==> config.mk <==
export PLATFORM = sky130hd
export DESIGN_NAME = artc_queue
export DESIGN_NICKNAME = d
export VERILOG_FILES = /design/src/hdl/artc_pkg.sv /design/src/hdl/artc_queue.sv
export SDC_FILE = /design/constraint.sdc
export NUM_CORES = 1
export LEC_CHECK = 0
export ABC_CLOCK_PERIOD_IN_PS = 1200
export BUFFER_PORTS_ARGS = -buffer_cell sky130_fd_sc_hd__buf_2
export CORE_MARGIN = 2
export CORE_UTILIZATION = 25
export CTS_CLUSTER_SIZE = 25
export DETAILED_ROUTE_END_ITERATION = 12
export SLEW_MARGIN = 20
export SYNTH_ARGS = -nofsm -noshare
export SYNTH_HDL_FRONTEND = slang
export SYNTH_SLANG_ARGS = --single-unit
export TNS_END_PERCENT = 5
==> constraint.sdc <==
create_clock -name i_clk -period 1.2 [get_ports i_clk]
set_input_delay 0.12 -clock i_clk [delete_from_list [all_inputs] [get_ports i_clk]]
set_output_delay 0.12 -clock i_clk [all_outputs]
set_load 0.01 [all_outputs]
==> src/hdl/artc_pkg.sv <==
// Shared types, constants and helpers of the association-rule transaction classifier.
`timescale 1ns / 1ps
package artc_pkg;

    localparam int ITEM_SLOTS_DEF = 32;
    localparam int SLOT_W         = 5;
    localparam int MASK_W         = 32;
    localparam int CNT_W          = 32;
    localparam int CLASS_W        = 3;
    localparam int CFG_AW         = 3;
    localparam int CFG_DW         = 32;
    localparam int QUEUE_DEPTH    = 2;
    localparam int QUEUE_AW       = $clog2(QUEUE_DEPTH);

    // Register index, taken from paddr[2].
    localparam logic REG_LEFT_MASK  = 1'b0;
    localparam logic REG_RIGHT_MASK = 1'b1;

    typedef enum logic [CLASS_W-1:0] {
        CLS_FULL_FULL  = 3'd0,
        CLS_FULL_PART  = 3'd1,
        CLS_FULL_NONE  = 3'd2,
        CLS_PART_FULL  = 3'd3,
        CLS_PART_PART  = 3'd4,
        CLS_PART_NONE  = 3'd5,
        CLS_UNRECORDED = 3'd6
    } t_class;

    typedef struct packed {
        logic   valid;
        t_class cls;
    } t_q_entry;

    function automatic logic [CNT_W-1:0] sat_inc(input logic [CNT_W-1:0] v);
        return (&v) ? v : v + CNT_W'(1);
    endfunction

endpackage

==> src/hdl/artc_queue.sv <==
// Short class queue between front and back ends.
`timescale 1ns / 1ps
module artc_queue
    import artc_pkg::*;
(
    input  logic     i_clk,
    input  logic     i_rst_n,
    input  logic     i_push,
    input  t_class   i_class,
    input  logic     i_pop,
    output logic     o_full,
    output t_q_entry o_head
);

    t_class              r_mem [QUEUE_DEPTH];
    logic [QUEUE_AW-1:0] r_wr_ptr;
    logic [QUEUE_AW-1:0] r_rd_ptr;
    logic [QUEUE_AW:0]   r_count;

    assign o_full       = r_count == (QUEUE_AW+1)'(QUEUE_DEPTH);
    assign o_head.valid = r_count != '0;
    assign o_head.cls   = r_mem[r_rd_ptr];

    always_ff @(posedge i_clk) begin
        if (i_push) begin
            r_mem[r_wr_ptr] <= i_class;
        end
    end

    always_ff @(posedge i_clk) begin
        if (!i_rst_n) begin
            r_wr_ptr <= '0;
            r_rd_ptr <= '0;
            r_count  <= '0;
        end else begin
            if (i_push) begin
                r_wr_ptr <= (r_wr_ptr == QUEUE_AW'(QUEUE_DEPTH - 1)) ? '0
                                                                     : r_wr_ptr + 1'b1;
            end
            if (i_pop) begin
                r_rd_ptr <= (r_rd_ptr == QUEUE_AW'(QUEUE_DEPTH - 1)) ? '0
                                                                     : r_rd_ptr + 1'b1;
            end
            case ({i_push, i_pop})
                2'b10:   r_count <= r_count + 1'b1;
                2'b01:   r_count <= r_count - 1'b1;
                default: r_count <= r_count;
            endcase
        end
    end

endmodule

### After elaboration in Yosys (flattened, before gate mapping)

Memory sizes are Yosys's and may differ from the RTL's. A register that Yosys moved wholly into a read port is not among the register bits.
Cells that the tools add are included.

* memories kept: 1
* register bits after elaboration: 4
* memory bits (writable): 6
* input bits: 7
* bits in read-only memories: 0
* bits in latches: 0
* word-level logic and storage cells: 20

Memories
* r_mem: depth 2, bits a word 3, read ports 1, clocked after Yosys merged registers in 1, write ports 1, RTL line artc_queue.sv:15 `t_class r_mem [QUEUE_DEPTH];`

* add/subtract/negate cells: 4
* bitwise logic cells: 0
* order comparisons: 0
* equality and inequality tests: 3
* multiply operators: 0
* shift operators: 0
* div/mod/pow operators: 0
* mux-type cells: 7
* reductions and logical operators: 2

Operator list (count)
* 1-bit two-way mux: 6
* 2-bit equality test, second input constant: 2
* 2-bit case mux with 2 select lines: 1
* 2-bit nonzero test: 2
* 1-bit adder, second input constant: 2
* 2-bit by 1-bit adder with 2-bit output, second input constant: 1
* 2-bit by 1-bit equality test with 1-bit output, second input constant: 1
* 2-bit by 1-bit subtractor with 2-bit output, second input constant: 1

### Longest topological paths before layout

Gate-level depths: netlist of the first run.

* depth in word-level cells: 4
* mapped depth: 5
* mapped depth without buffers: 5

### Worst setup path after synthesis of the first run

OpenSTA, ideal clock, no wires.

* path type: input -> register
* start point: in i_push
* end point: reg r_count[1]
* required time: 1.130 ns
* path buffers: 0
* arrival: 0.946 ns
* setup slack: 0.184 ns
* setup time: 0.070 ns
* stages on the path: 4
* path through: inv_1 -> ha_1 -> or3_1 -> a21boi_1

* longest elaborated chain between the ends: 2

RTL lines
* from (decl): RTL line artc_queue.sv:8 `input logic i_push,`
* 2-bit by 1-bit equality test with 1-bit output / 2-bit equality test (equally long branches): RTL line artc_queue.sv:44 `case ({i_push, i_pop})`
* 2-bit case mux with 2 select lines / 2-bit nonzero test (equally long branches)
* to (signal assigned): RTL line artc_queue.sv:45 `2'b10: r_count <= r_count + 1'b1;`
* to (signal assigned): RTL line artc_queue.sv:46 `2'b01: r_count <= r_count - 1'b1;`
* to (signal assigned): RTL line artc_queue.sv:47 `default: r_count <= r_count;`
* to (decl): RTL line artc_queue.sv:18 `logic [QUEUE_AW:0] r_count;`

Parallel ways exist; a longest one is shown, timed or not.
A chain may end at the register's enable or synchronous reset.

==> results.sh, run 1 <==
export IMPL_dp_cells=60
export IMPL_drc_errors=0
export IMPL_synth_area_leaders="edfxtp_1 42%, dfxtp_1 23%, mux2_2 7.8%"
export IMPL_cts_sinks=11
export IMPL_die_area_um2=2081
export IMPL_rsz0062_at_grt="true"
export IMPL_core_area_um2=1670
export IMPL_syn_nets=39
export IMPL_place_gp_congestion=0.6291
export IMPL_fp_row_count=15
export IMPL_overflow=0
export IMPL_cp_endpoint="o_head[0]"
export IMPL_cp_required_ns=1.08
export IMPL_crit_path_end_kind="primary output"
export IMPL_synth_seq_area_share_pct=64.74
export IMPL_hold_path_depth=1
export IMPL_max_freq_ghz=0.8475
export IMPL_die_width_um=45.62
export IMPL_setup_violations=0
export IMPL_synth_seq_cells=11
export IMPL_grt_pass1_wl_um=1028
export IMPL_worst_slew_pin_slew_ns=0.3139
export IMPL_yosys_area_top_type_share_pct=41.62
export IMPL_grt_use_total_pct=7.730
export IMPL_status="finished clean"
export IMPL_stdcell_area_um2=578.1
export IMPL_fin_nets=56
export IMPL_skew_ns=0.002871
export IMPL_antennaDiodeCount=0
export IMPL_die_h_um=45.62
export IMPL_seqPwrFrac_pct=53.2
export IMPL_final_cell_mix="8 x buf_2, 6 x edfxtp_1, 4 x and2_1"
export IMPL_multi_input_area_um2=160.2
export IMPL_max_cap_viol_count=0
export IMPL_final_common_cell="buf_2"
export IMPL_power_density_nw_per_um2=1463
export IMPL_drive_above_1_share_pct=46.81
export IMPL_hold_path_class="in -> reg"
export IMPL_port_buffers=11
export IMPL_yosysUniqueCellTypes=16
export IMPL_htree_num_levels=1
export IMPL_fin_crit_ns=1.180
export IMPL_p_int_uw=647.6
export IMPL_peakVddDrop_v=0.001070
export IMPL_start_kind="flop"
export IMPL_dp_hpwl_um=546.5
export IMPL_swShare_pct=23.40
export IMPL_post_route_period_util_pct=98.33
export IMPL_power_leakage_uw=0.0002469
export IMPL_grt_max_degree=7
export IMPL_pin_count=12
export IMPL_postSynthAreaPerCell_um2=13.97
export IMPL_wl_per_cell_um=10.95
export IMPL_switching_power_uw=197.8
export IMPL_antenna_found_initial=0
export IMPL_area_growth_pct=33.53
export IMPL_drtAntennaViolNets=0
export IMPL_dr_pass1_iters=1
export IMPL_path_clk_slew_ns=0.07
export IMPL_cts_tree="built"
export IMPL_grt_pass1_vias=259
export IMPL_regArea_um2=285.3
export IMPL_pre_cts_ws_ns=0.03991
export IMPL_insertion_delay_ns=0.26
export IMPL_fin_setup_tns_ns=0
export IMPL_initial_utilization_pct=25.92
export IMPL_yosysTopAreaCell="edfxtp_1"
export IMPL_worst_r2r_path_depth=3
export IMPL_num_vias=274
export IMPL_wl_um=701
export IMPL_via_per_inst=4.281
export IMPL_cp_data_arrival_time_ns=1.06
export IMPL_syn_inst=31
export IMPL_utilization_pct=34.61
export IMPL_fill_cells=174
export IMPL_clock_path_buffers=2
export IMPL_ctsHoldBuffers=0
export IMPL_critPathKind="reg -> out"
export IMPL_crit_fanout=3
export IMPL_comb_power_share_pct=17.0
export IMPL_slew_headroom_pct=78.99
export IMPL_pwr_share_clk_pct=29.7
export IMPL_postPlaceCellArea_um2=516.7
export IMPL_drtIter0Drc=0
export IMPL_regToRegSetupSlack_ns=0.21
export IMPL_setup_ws_ns=0.02005
export IMPL_rr_startpoint="r_count[0]"
export IMPL_final_cell_count_no_fill=64
export IMPL_yosys_warnings=0
export IMPL_cts_root_buf="clkbuf_4"
export IMPL_r2r_end="r_count[1]"
export IMPL_hold_viol_final=0
export IMPL_cts_buffers=3
export IMPL_syn_area_um2=432.9
export IMPL_slew_viol_final=0
-- area by class of cell --
| cell class | count | share of cell area [%] |
|---|---|---|
| Inverter | 1 | 0.6494 |
| Multi-Input combinational cell | 19 | 27.71 |
| Sequential cell | 11 | 49.35 |
| Tap cell | 17 | 3.680 |
| Clock buffer | 4 | 4.545 |
| Timing Repair Buffer | 12 | 14.07 |
-- flip-flops by register name, indices dropped and copies added, names as in the netlist, named ones only --
register	cells
r_count	2
r_mem	6
r_rd_ptr	1
r_wr_ptr	1
-- worst min-delay path by stage --
stage / startpoint / to / slack (ns)
2_1_floorplan: i_class[0] / r_mem[0][0] / 0.22
6_report: i_class[2] / r_mem[0][2] / 0.05
4_1_cts: i_class[2] / r_mem[1][2] / 0.04
3_5_place_dp: i_class[2] / r_mem[1][2] / 0.32
5_1_grt: i_class[1] / r_mem[0][1] / 0.04
3_3_place_gp: i_class[0] / r_mem[0][0] / 0.31
-- cell usage after synthesis --
library cell	count
and2_1	4
nor2_1	1
inv_1	1
dfxtp_1	5
a21boi_1	1
or2_2	1
ha_1	1
xnor2_1	2
and2b_2	1
o21ai_0	1
o21a_1	1
edfxtp_1	6
nor2b_1	1
mux2_2	3
or3_1	1
xor2_1	1
-- stage by stage --
step | total power (uW) | hold WS [ns]
floorplan | 530.5 | 0.2189
global placement | 576.6 | 0.3121
detailed placement | 580.6 | 0.3210
CTS | 847.5 | 0.03956
global route | 890.2 | 0.03684
finish | 845.4 | 0.04570
-- routing by layer --
metal | routed length, um | track usage (%) | part of all wire [%]
met5 | 0 | 0 | 0
met2 | 396 | 12.96 | 56
met4 | 0 | 1.765 | 0
met1 | 247 | 6.683 | 35
met3 | 58 | 7.143 | 8.3
-- cells by family after synthesis --
kind of cell	Yosys count	synth area share (%)
DFF	11	64.74
and+or+nand+nor	9	13.01
AOI/OAI and AO/OA	3	4.624
xor gates and xnor gates	3	6.070
muxes	3	7.803
buffers and inverters	1	0.8662
adders and majority gates	1	2.890
-- power groups by stage --
stage | registers [uW] | clock network, uW | logic [uW]
finish | 450 | 251 | 144
detailed placement | 455 | 0 | 125
global placement | 454 | 0 | 122
CTS | 448 | 259 | 140
global route | 454 | 279 | 158
floorplan | 450 | 0 | 80.7
-- worst max-delay path: stages, from the launching register on --
cell	delay, ns
dfxtp_4	0.37
mux2_4	0.30
buf_6	0.12
-- timing repair --
item	4_1_cts	5_1_grt
resized for setup	4	5
pin swaps	0	0
setup endpoints to repair	3	4
setup buffers	0	0
Power figures use the tool's default switching activity.
==> run 2: changes to the inputs <==
--- a/config.mk
+++ b/config.mk
@@ -11,6 +11,7 @@
 export CORE_UTILIZATION = 25
 export CTS_CLUSTER_SIZE = 25
 export DETAILED_ROUTE_END_ITERATION = 12
+export MAX_ROUTING_LAYER = met4
 export SLEW_MARGIN = 20
 export SYNTH_ARGS = -nofsm -noshare
 export SYNTH_HDL_FRONTEND = slang
==> run 2 against run 1 <==
  * Non-clock buffer count stayed put
  * Power barely moved
  * Via count rose by 1.5%
  * Clock-buffer cell count stayed put
  * Clock power hardly changed
  * Combinational power about the same
  * Flip-flop and latch count unchanged
  * Die area is the same
  * Register-to-register slack about the same
  * Core utilization is the same
  * Critical endpoint unchanged
  * Largest cell class unchanged
  * Highest routed layer is now met4
==> results.sh, run 2 (same netlist as run 1, synthesis figures left out) <==
export IMPL_path_cells="mux2_4 -> buf_6"
export IMPL_fin_nets=56
export IMPL_largest_register_ffs=6
export IMPL_final_common_cell="buf_2"
export IMPL_antenna_found_initial=0
export IMPL_clock_path_buffers=2
export IMPL_overflow=0
export IMPL_fill_cells=174
export IMPL_critPathKind="reg -> out"
export IMPL_critPathBufInv=1
export IMPL_pre_cts_ws_ns=0.03991
export IMPL_grt_use_total_pct=7.959
export IMPL_area_growth_pct=33.53
export IMPL_via_per_inst=4.344
export IMPL_grt_pass1_vias=258
export IMPL_grt_pass1_wl_um=1028
export IMPL_setup_violations=0
export IMPL_pwr_share_clk_pct=29.8
export IMPL_cts_buffers=3
export IMPL_drtAntennaViolNets=0
export IMPL_p_int_uw=647.6
export IMPL_path_clk_slew_ns=0.07
export IMPL_power_density_nw_per_um2=1462
export IMPL_wl_per_cell_um=10.97
export IMPL_power_leakage_uw=0.0002469
export IMPL_slew_viol_final=0
export IMPL_port_buffers=11
export IMPL_utilization_pct=34.61
export IMPL_antennaDiodeCount=0
export IMPL_insertion_delay_ns=0.26
export IMPL_worst_slew_pin_slew_ns=0.3139
export IMPL_dr_pass1_iters=1
export IMPL_grt_max_degree=7
export IMPL_hold_path_class="in -> reg"
export IMPL_max_freq_ghz=0.8474
export IMPL_reg_largest_list="r_mem (6), r_count (2)"
export IMPL_slew_headroom_pct=78.99
export IMPL_start_kind="flop"
export IMPL_post_cts_buffers=0
export IMPL_cts_sinks=11
export IMPL_setup_ws_ns=0.01998
export IMPL_drive_above_1_share_pct=46.81
export IMPL_crit_fanout=3
export IMPL_drc_errors=0
export IMPL_cp_top_family="flip-flops"
export IMPL_post_route_period_util_pct=98.33
export IMPL_seqPwrFrac_pct=53.2
export IMPL_htree_num_levels=1
export IMPL_drtIter0Drc=0
export IMPL_rsz0062_at_grt="true"
export IMPL_switching_power_uw=197.8
export IMPL_postPlaceCellArea_um2=516.7
export IMPL_crit_slowest_cell="dfxtp_4"
export IMPL_cp_required_ns=1.08
export IMPL_dp_hpwl_um=546.5
export IMPL_pin_count=12
export IMPL_comb_power_share_pct=17.0
export IMPL_die_width_um=45.62
export IMPL_fp_row_count=15
export IMPL_top_register="r_mem"
export IMPL_max_cap_viol_count=0
export IMPL_status="finished clean"
export IMPL_wl_um=702
export IMPL_num_vias=278
export IMPL_cts_root_buf="clkbuf_4"
export IMPL_hold_viol_final=0
export IMPL_skew_ns=0.002919
export IMPL_cp_data_arrival_time_ns=1.06
export IMPL_core_area_um2=1670
export IMPL_die_area_um2=2081
export IMPL_place_gp_congestion=0.6341
export IMPL_stdcell_area_um2=578.1
export IMPL_die_h_um=45.62
export IMPL_swShare_pct=23.39
export IMPL_slowest_delay_ns=0.37
export IMPL_crit_path_end_kind="primary output"
export IMPL_cts_tree="built"
export IMPL_peakVddDrop_v=0.001070
export IMPL_initial_utilization_pct=25.92
export IMPL_final_cell_mix="8 x buf_2, 6 x edfxtp_1, 4 x and2_1"
export IMPL_fin_crit_ns=1.180
run 2: cell counts in the layout (fill, tap and decap cells not counted):
Identical to the previous run, type by type.
run 2: worst paths after layout:
| kind | start | to | slack (ns) | cells past startpoint |
|---|---|---|---|---|
| max reg2reg | r_count[0] | r_count[1] | 0.21 | 3 |
| min | i_class[2] | r_mem[0][2] | 0.05 | 1 |
| max | flop | o_head[0] | 0.02 | 2 |
| min reg2reg | r_count[1] | r_count[1] | 0.51 | 2 |
run 2: metrics by stage:
stage          TNS [ns]  hold WS (ns)  std cells  power, uW
2_1_floorplan         0        0.2189         31      530.5
3_3_place_gp          0        0.3121         60      576.6
3_5_place_dp          0        0.3210         60      580.6
4_1_cts        -0.03954       0.03956         64      847.5
5_1_grt        -0.05318       0.03683         64      890.2
6_report              0       0.04565         64      845.4
run 2: power by group through the flow:
stage	registers (uW)	clock network (uW)	logic, uW
4_1_cts	448	259	140
3_5_place_dp	455	0	125
3_3_place_gp	454	0	122
2_1_floorplan	450	0	80.7
6_report	450	252	144
5_1_grt	454	279	158
run 2: worst reg2reg max path, stage by stage (launching register included):
cell and delay [ns]:
dfxtp_2 0.34, xnor2_1 0.13, or3_1 0.31, a21boi_1 0.14
run 2: routing by layer:
| layer | part of all wire (%) | GRT usage [%] |
|---|---|---|
| met1 | 36 | 6.683 |
| met2 | 56 | 12.96 |
| met3 | 7.7 | 7.143 |
| met4 | 0.57 | 1.765 |
| met5 | 0 | - |
run 2: layout make-up:
cell class	instances	area (um2)	area share [%]
clock buffers	4	26.28	4.545
inverters	1	3.754	0.6494
multi-input cells	19	160.2	27.71
flip-flops and latches	11	285.3	49.35
well taps	17	21.27	3.680
repair buffers	12	81.33	14.07
run 2: repair_timing:
item / 4_1_cts / 5_1_grt
pin swaps: 0 / 0
hold buffers: 0 / 0
endpoints found under the setup margin: 3 / 4
cloned: 0 / 0
gates resized for setup: 4 / 5
==> run 3: changes to the inputs <==
--- a/config.mk
+++ b/config.mk
@@ -5,14 +5,15 @@
 export SDC_FILE = /design/constraint.sdc
 export NUM_CORES = 1
 export LEC_CHECK = 0
-export ABC_CLOCK_PERIOD_IN_PS = 1200
+export ABC_CLOCK_PERIOD_IN_PS = 1300
 export BUFFER_PORTS_ARGS = -buffer_cell sky130_fd_sc_hd__buf_2
 export CORE_MARGIN = 2
 export CORE_UTILIZATION = 25
 export CTS_CLUSTER_SIZE = 25
 export DETAILED_ROUTE_END_ITERATION = 12
 export MAX_ROUTING_LAYER = met4
-export SLEW_MARGIN = 20
+export PLACE_DENSITY = 0.47
+export SLEW_MARGIN = 10
 export SYNTH_ARGS = -nofsm -noshare
 export SYNTH_HDL_FRONTEND = slang
 export SYNTH_SLANG_ARGS = --single-unit
==> constraint.sdc (replaced) <==
create_clock -name i_clk -period 1.3 [get_ports i_clk]
set_input_delay 0.13 -clock i_clk [delete_from_list [all_inputs] [get_ports i_clk]]
set_output_delay 0.13 -clock i_clk [all_outputs]
set_load 0.01 [all_outputs]
==> run 3 against run 2 <==
  * Non-clock buffer count decreased by 1
  * Global-route usage rose by 0.50 points
  * Clock power is 9.5% lower
  * Critical path type unchanged
  * Highest routed layer unchanged
==> results.sh, run 3 (same netlist as run 1, synthesis figures left out) <==
export IMPL_critPathKind="reg -> out"
export IMPL_die_width_um=45.62
export IMPL_area_growth_pct=23.99
export IMPL_via_per_inst=4.429
export IMPL_rr_startpoint="r_count[0]"
export IMPL_port_buffers=11
export IMPL_wl_per_cell_um=10.94
export IMPL_final_common_cell="buf_2"
export IMPL_die_h_um=45.62
export IMPL_crit_slowest_cell="dfxtp_2"
export IMPL_final_cell_mix="11 x buf_2, 6 x edfxtp_1, 4 x and2_1, 4 x dfxtp_1"
export IMPL_num_vias=279
export IMPL_fin_nets=55
export IMPL_antennaDiodeCount=0
export IMPL_antenna_found_initial=0
export IMPL_worst_slew_pin_slew_ns=0.3082
export IMPL_setup_violations=0
export IMPL_dr_pass1_iters=1
export IMPL_htree_num_levels=1
export IMPL_drc_errors=0
export IMPL_cts_sinks=11
export IMPL_cp_data_arrival_time_ns=1.10
export IMPL_crit_path_end_kind="primary output"
export IMPL_cts_tree="built"
export IMPL_slew_viol_final=0
export IMPL_cts_root_buf="clkbuf_4"
export IMPL_max_cap_viol_count=0
export IMPL_power_leakage_uw=0.0002239
export IMPL_core_area_um2=1670
export IMPL_overflow=0
export IMPL_clock_path_buffers=2
export IMPL_slew_headroom_pct=79.38
export IMPL_fill_cells=169
export IMPL_hold_path_endpoint="r_mem[1][0]"
export IMPL_cp_required_ns=1.17
export IMPL_pre_cts_ws_ns=0.09705
export IMPL_worst_r2r_path_depth=3
export IMPL_dp_hpwl_um=567.7
export IMPL_worstHoldStart="i_class[0]"
export IMPL_status="finished clean"
export IMPL_drive_above_1_share_pct=43.48
export IMPL_setup_ws_ns=0.07465
export IMPL_grt_use_total_pct=8.460
export IMPL_die_area_um2=2081
export IMPL_ctsHoldBuffers=0
export IMPL_crit_fanout=3
export IMPL_fin_crit_ns=1.225
export IMPL_top_register="r_mem"
export IMPL_cts_buffers=3
export IMPL_reg_largest_list="r_mem (6), r_count (2)"
export IMPL_insertion_delay_ns=0.26
export IMPL_grt_max_degree=7
export IMPL_largest_register_ffs=6
export IMPL_peakVddDrop_v=0.0004754
export IMPL_power_density_nw_per_um2=1401
export IMPL_wl_um=689
export IMPL_hold_viol_final=0
export IMPL_hold_path_depth=1
export IMPL_pin_count=12
export IMPL_max_freq_ghz=0.8161
export IMPL_place_gp_congestion=0.6227
export IMPL_regToRegSetupSlack_ns=0.29
export IMPL_skew_ns=0.005857
export IMPL_drtAntennaViolNets=0
export IMPL_path_clk_slew_ns=0.07
export IMPL_regArea_um2=281.5
export IMPL_r2r_end="r_count[1]"
export IMPL_multi_input_area_um2=148.9
export IMPL_start_kind="flop"
export IMPL_rsz0062_at_grt="false"
export IMPL_path_cells="mux2_2 -> buf_2"
export IMPL_drtIter0Drc=0
export IMPL_post_route_period_util_pct=94.26
export IMPL_grt_pass1_wl_um=1138
export IMPL_slowest_delay_ns=0.36
export IMPL_fin_setup_tns_ns=0
export IMPL_post_cts_buffers=0
export IMPL_hold_path_class="in -> reg"
export IMPL_fp_row_count=15
export IMPL_grt_pass1_vias=260
export IMPL_initial_utilization_pct=25.92
==> run 3: cell types whose count changed in the layout (fill, tap and decap cells not counted), sizes merged <==
cell / delta
buf: -1
==> run 3: worst max path at each step <==
stage	slack, ns	to	cells past startpoint
2_1_floorplan	0.27	r_count[1]	4
3_3_place_gp	0.14	r_count[1]	5
3_5_place_dp	0.1	r_count[1]	5
4_1_cts	0.006	o_head[1]	2
5_1_grt	0.02	o_head[1]	2
6_report	0.07	o_head[1]	2
==> run 3: critical path: cells and delay by family, from the launching register on <==
family / cells / cell delay (ns)
buffers and inverters: 1 / 0.14
muxes: 1 / 0.33
DFF: 1 / 0.36
==> run 3: metal layers <==
| metal | wire, um | GRT usage, % | vias up |
|---|---|---|---|
| met1 | 301 | 8.889 | 133 |
| met2 | 339 | 12.11 | 8 |
| li1 | - | - | 136 |
| met4 | 5 | 7.059 | 0 |
| met3 | 42 | 3.571 | 2 |
| met5 | 0 | - | - |
==> run 3: repair_timing <==
action                                  CTS  global route
hold endpoints to repair                  0             0
endpoints found under the setup margin    0             3
gates resized for setup                   0             1
==> run 3: final cells by class <==
type / instances / share of cell area (%)
Multi-Input combinational cell: 19 / 27.74
Sequential cell: 11 / 52.45
Timing Repair Buffer: 11 / 10.26
Inverter: 1 / 0.6993
Tap cell: 17 / 3.963
Clock buffer: 4 / 4.895
==> run 3: power breakdown <==
group	switching [uW]	total [uW]	internal, uW
clock network	109	228	119
registers	17.2	413	396
logic	48.1	111	63.2
total	175	752	577
==> run 3: metrics by stage <==
step / cell area (um2) / instances / hold WS, ns / util, % / total power, uW
2_1_floorplan: 432.9 / 31 / 0.2289 / - / 489.7
3_3_place_gp: 509.2 / 59 / 0.3186 / 30.49 / 526.4
3_5_place_dp: 509.2 / 59 / 0.3245 / 30.49 / 533.8
4_1_cts: 535.5 / 63 / 0.04405 / 32.06 / 768.6
5_1_grt: 536.8 / 63 / 0.03651 / 32.13 / 803.9
6_report: 536.8 / 63 / 0.05519 / 32.13 / 752.1
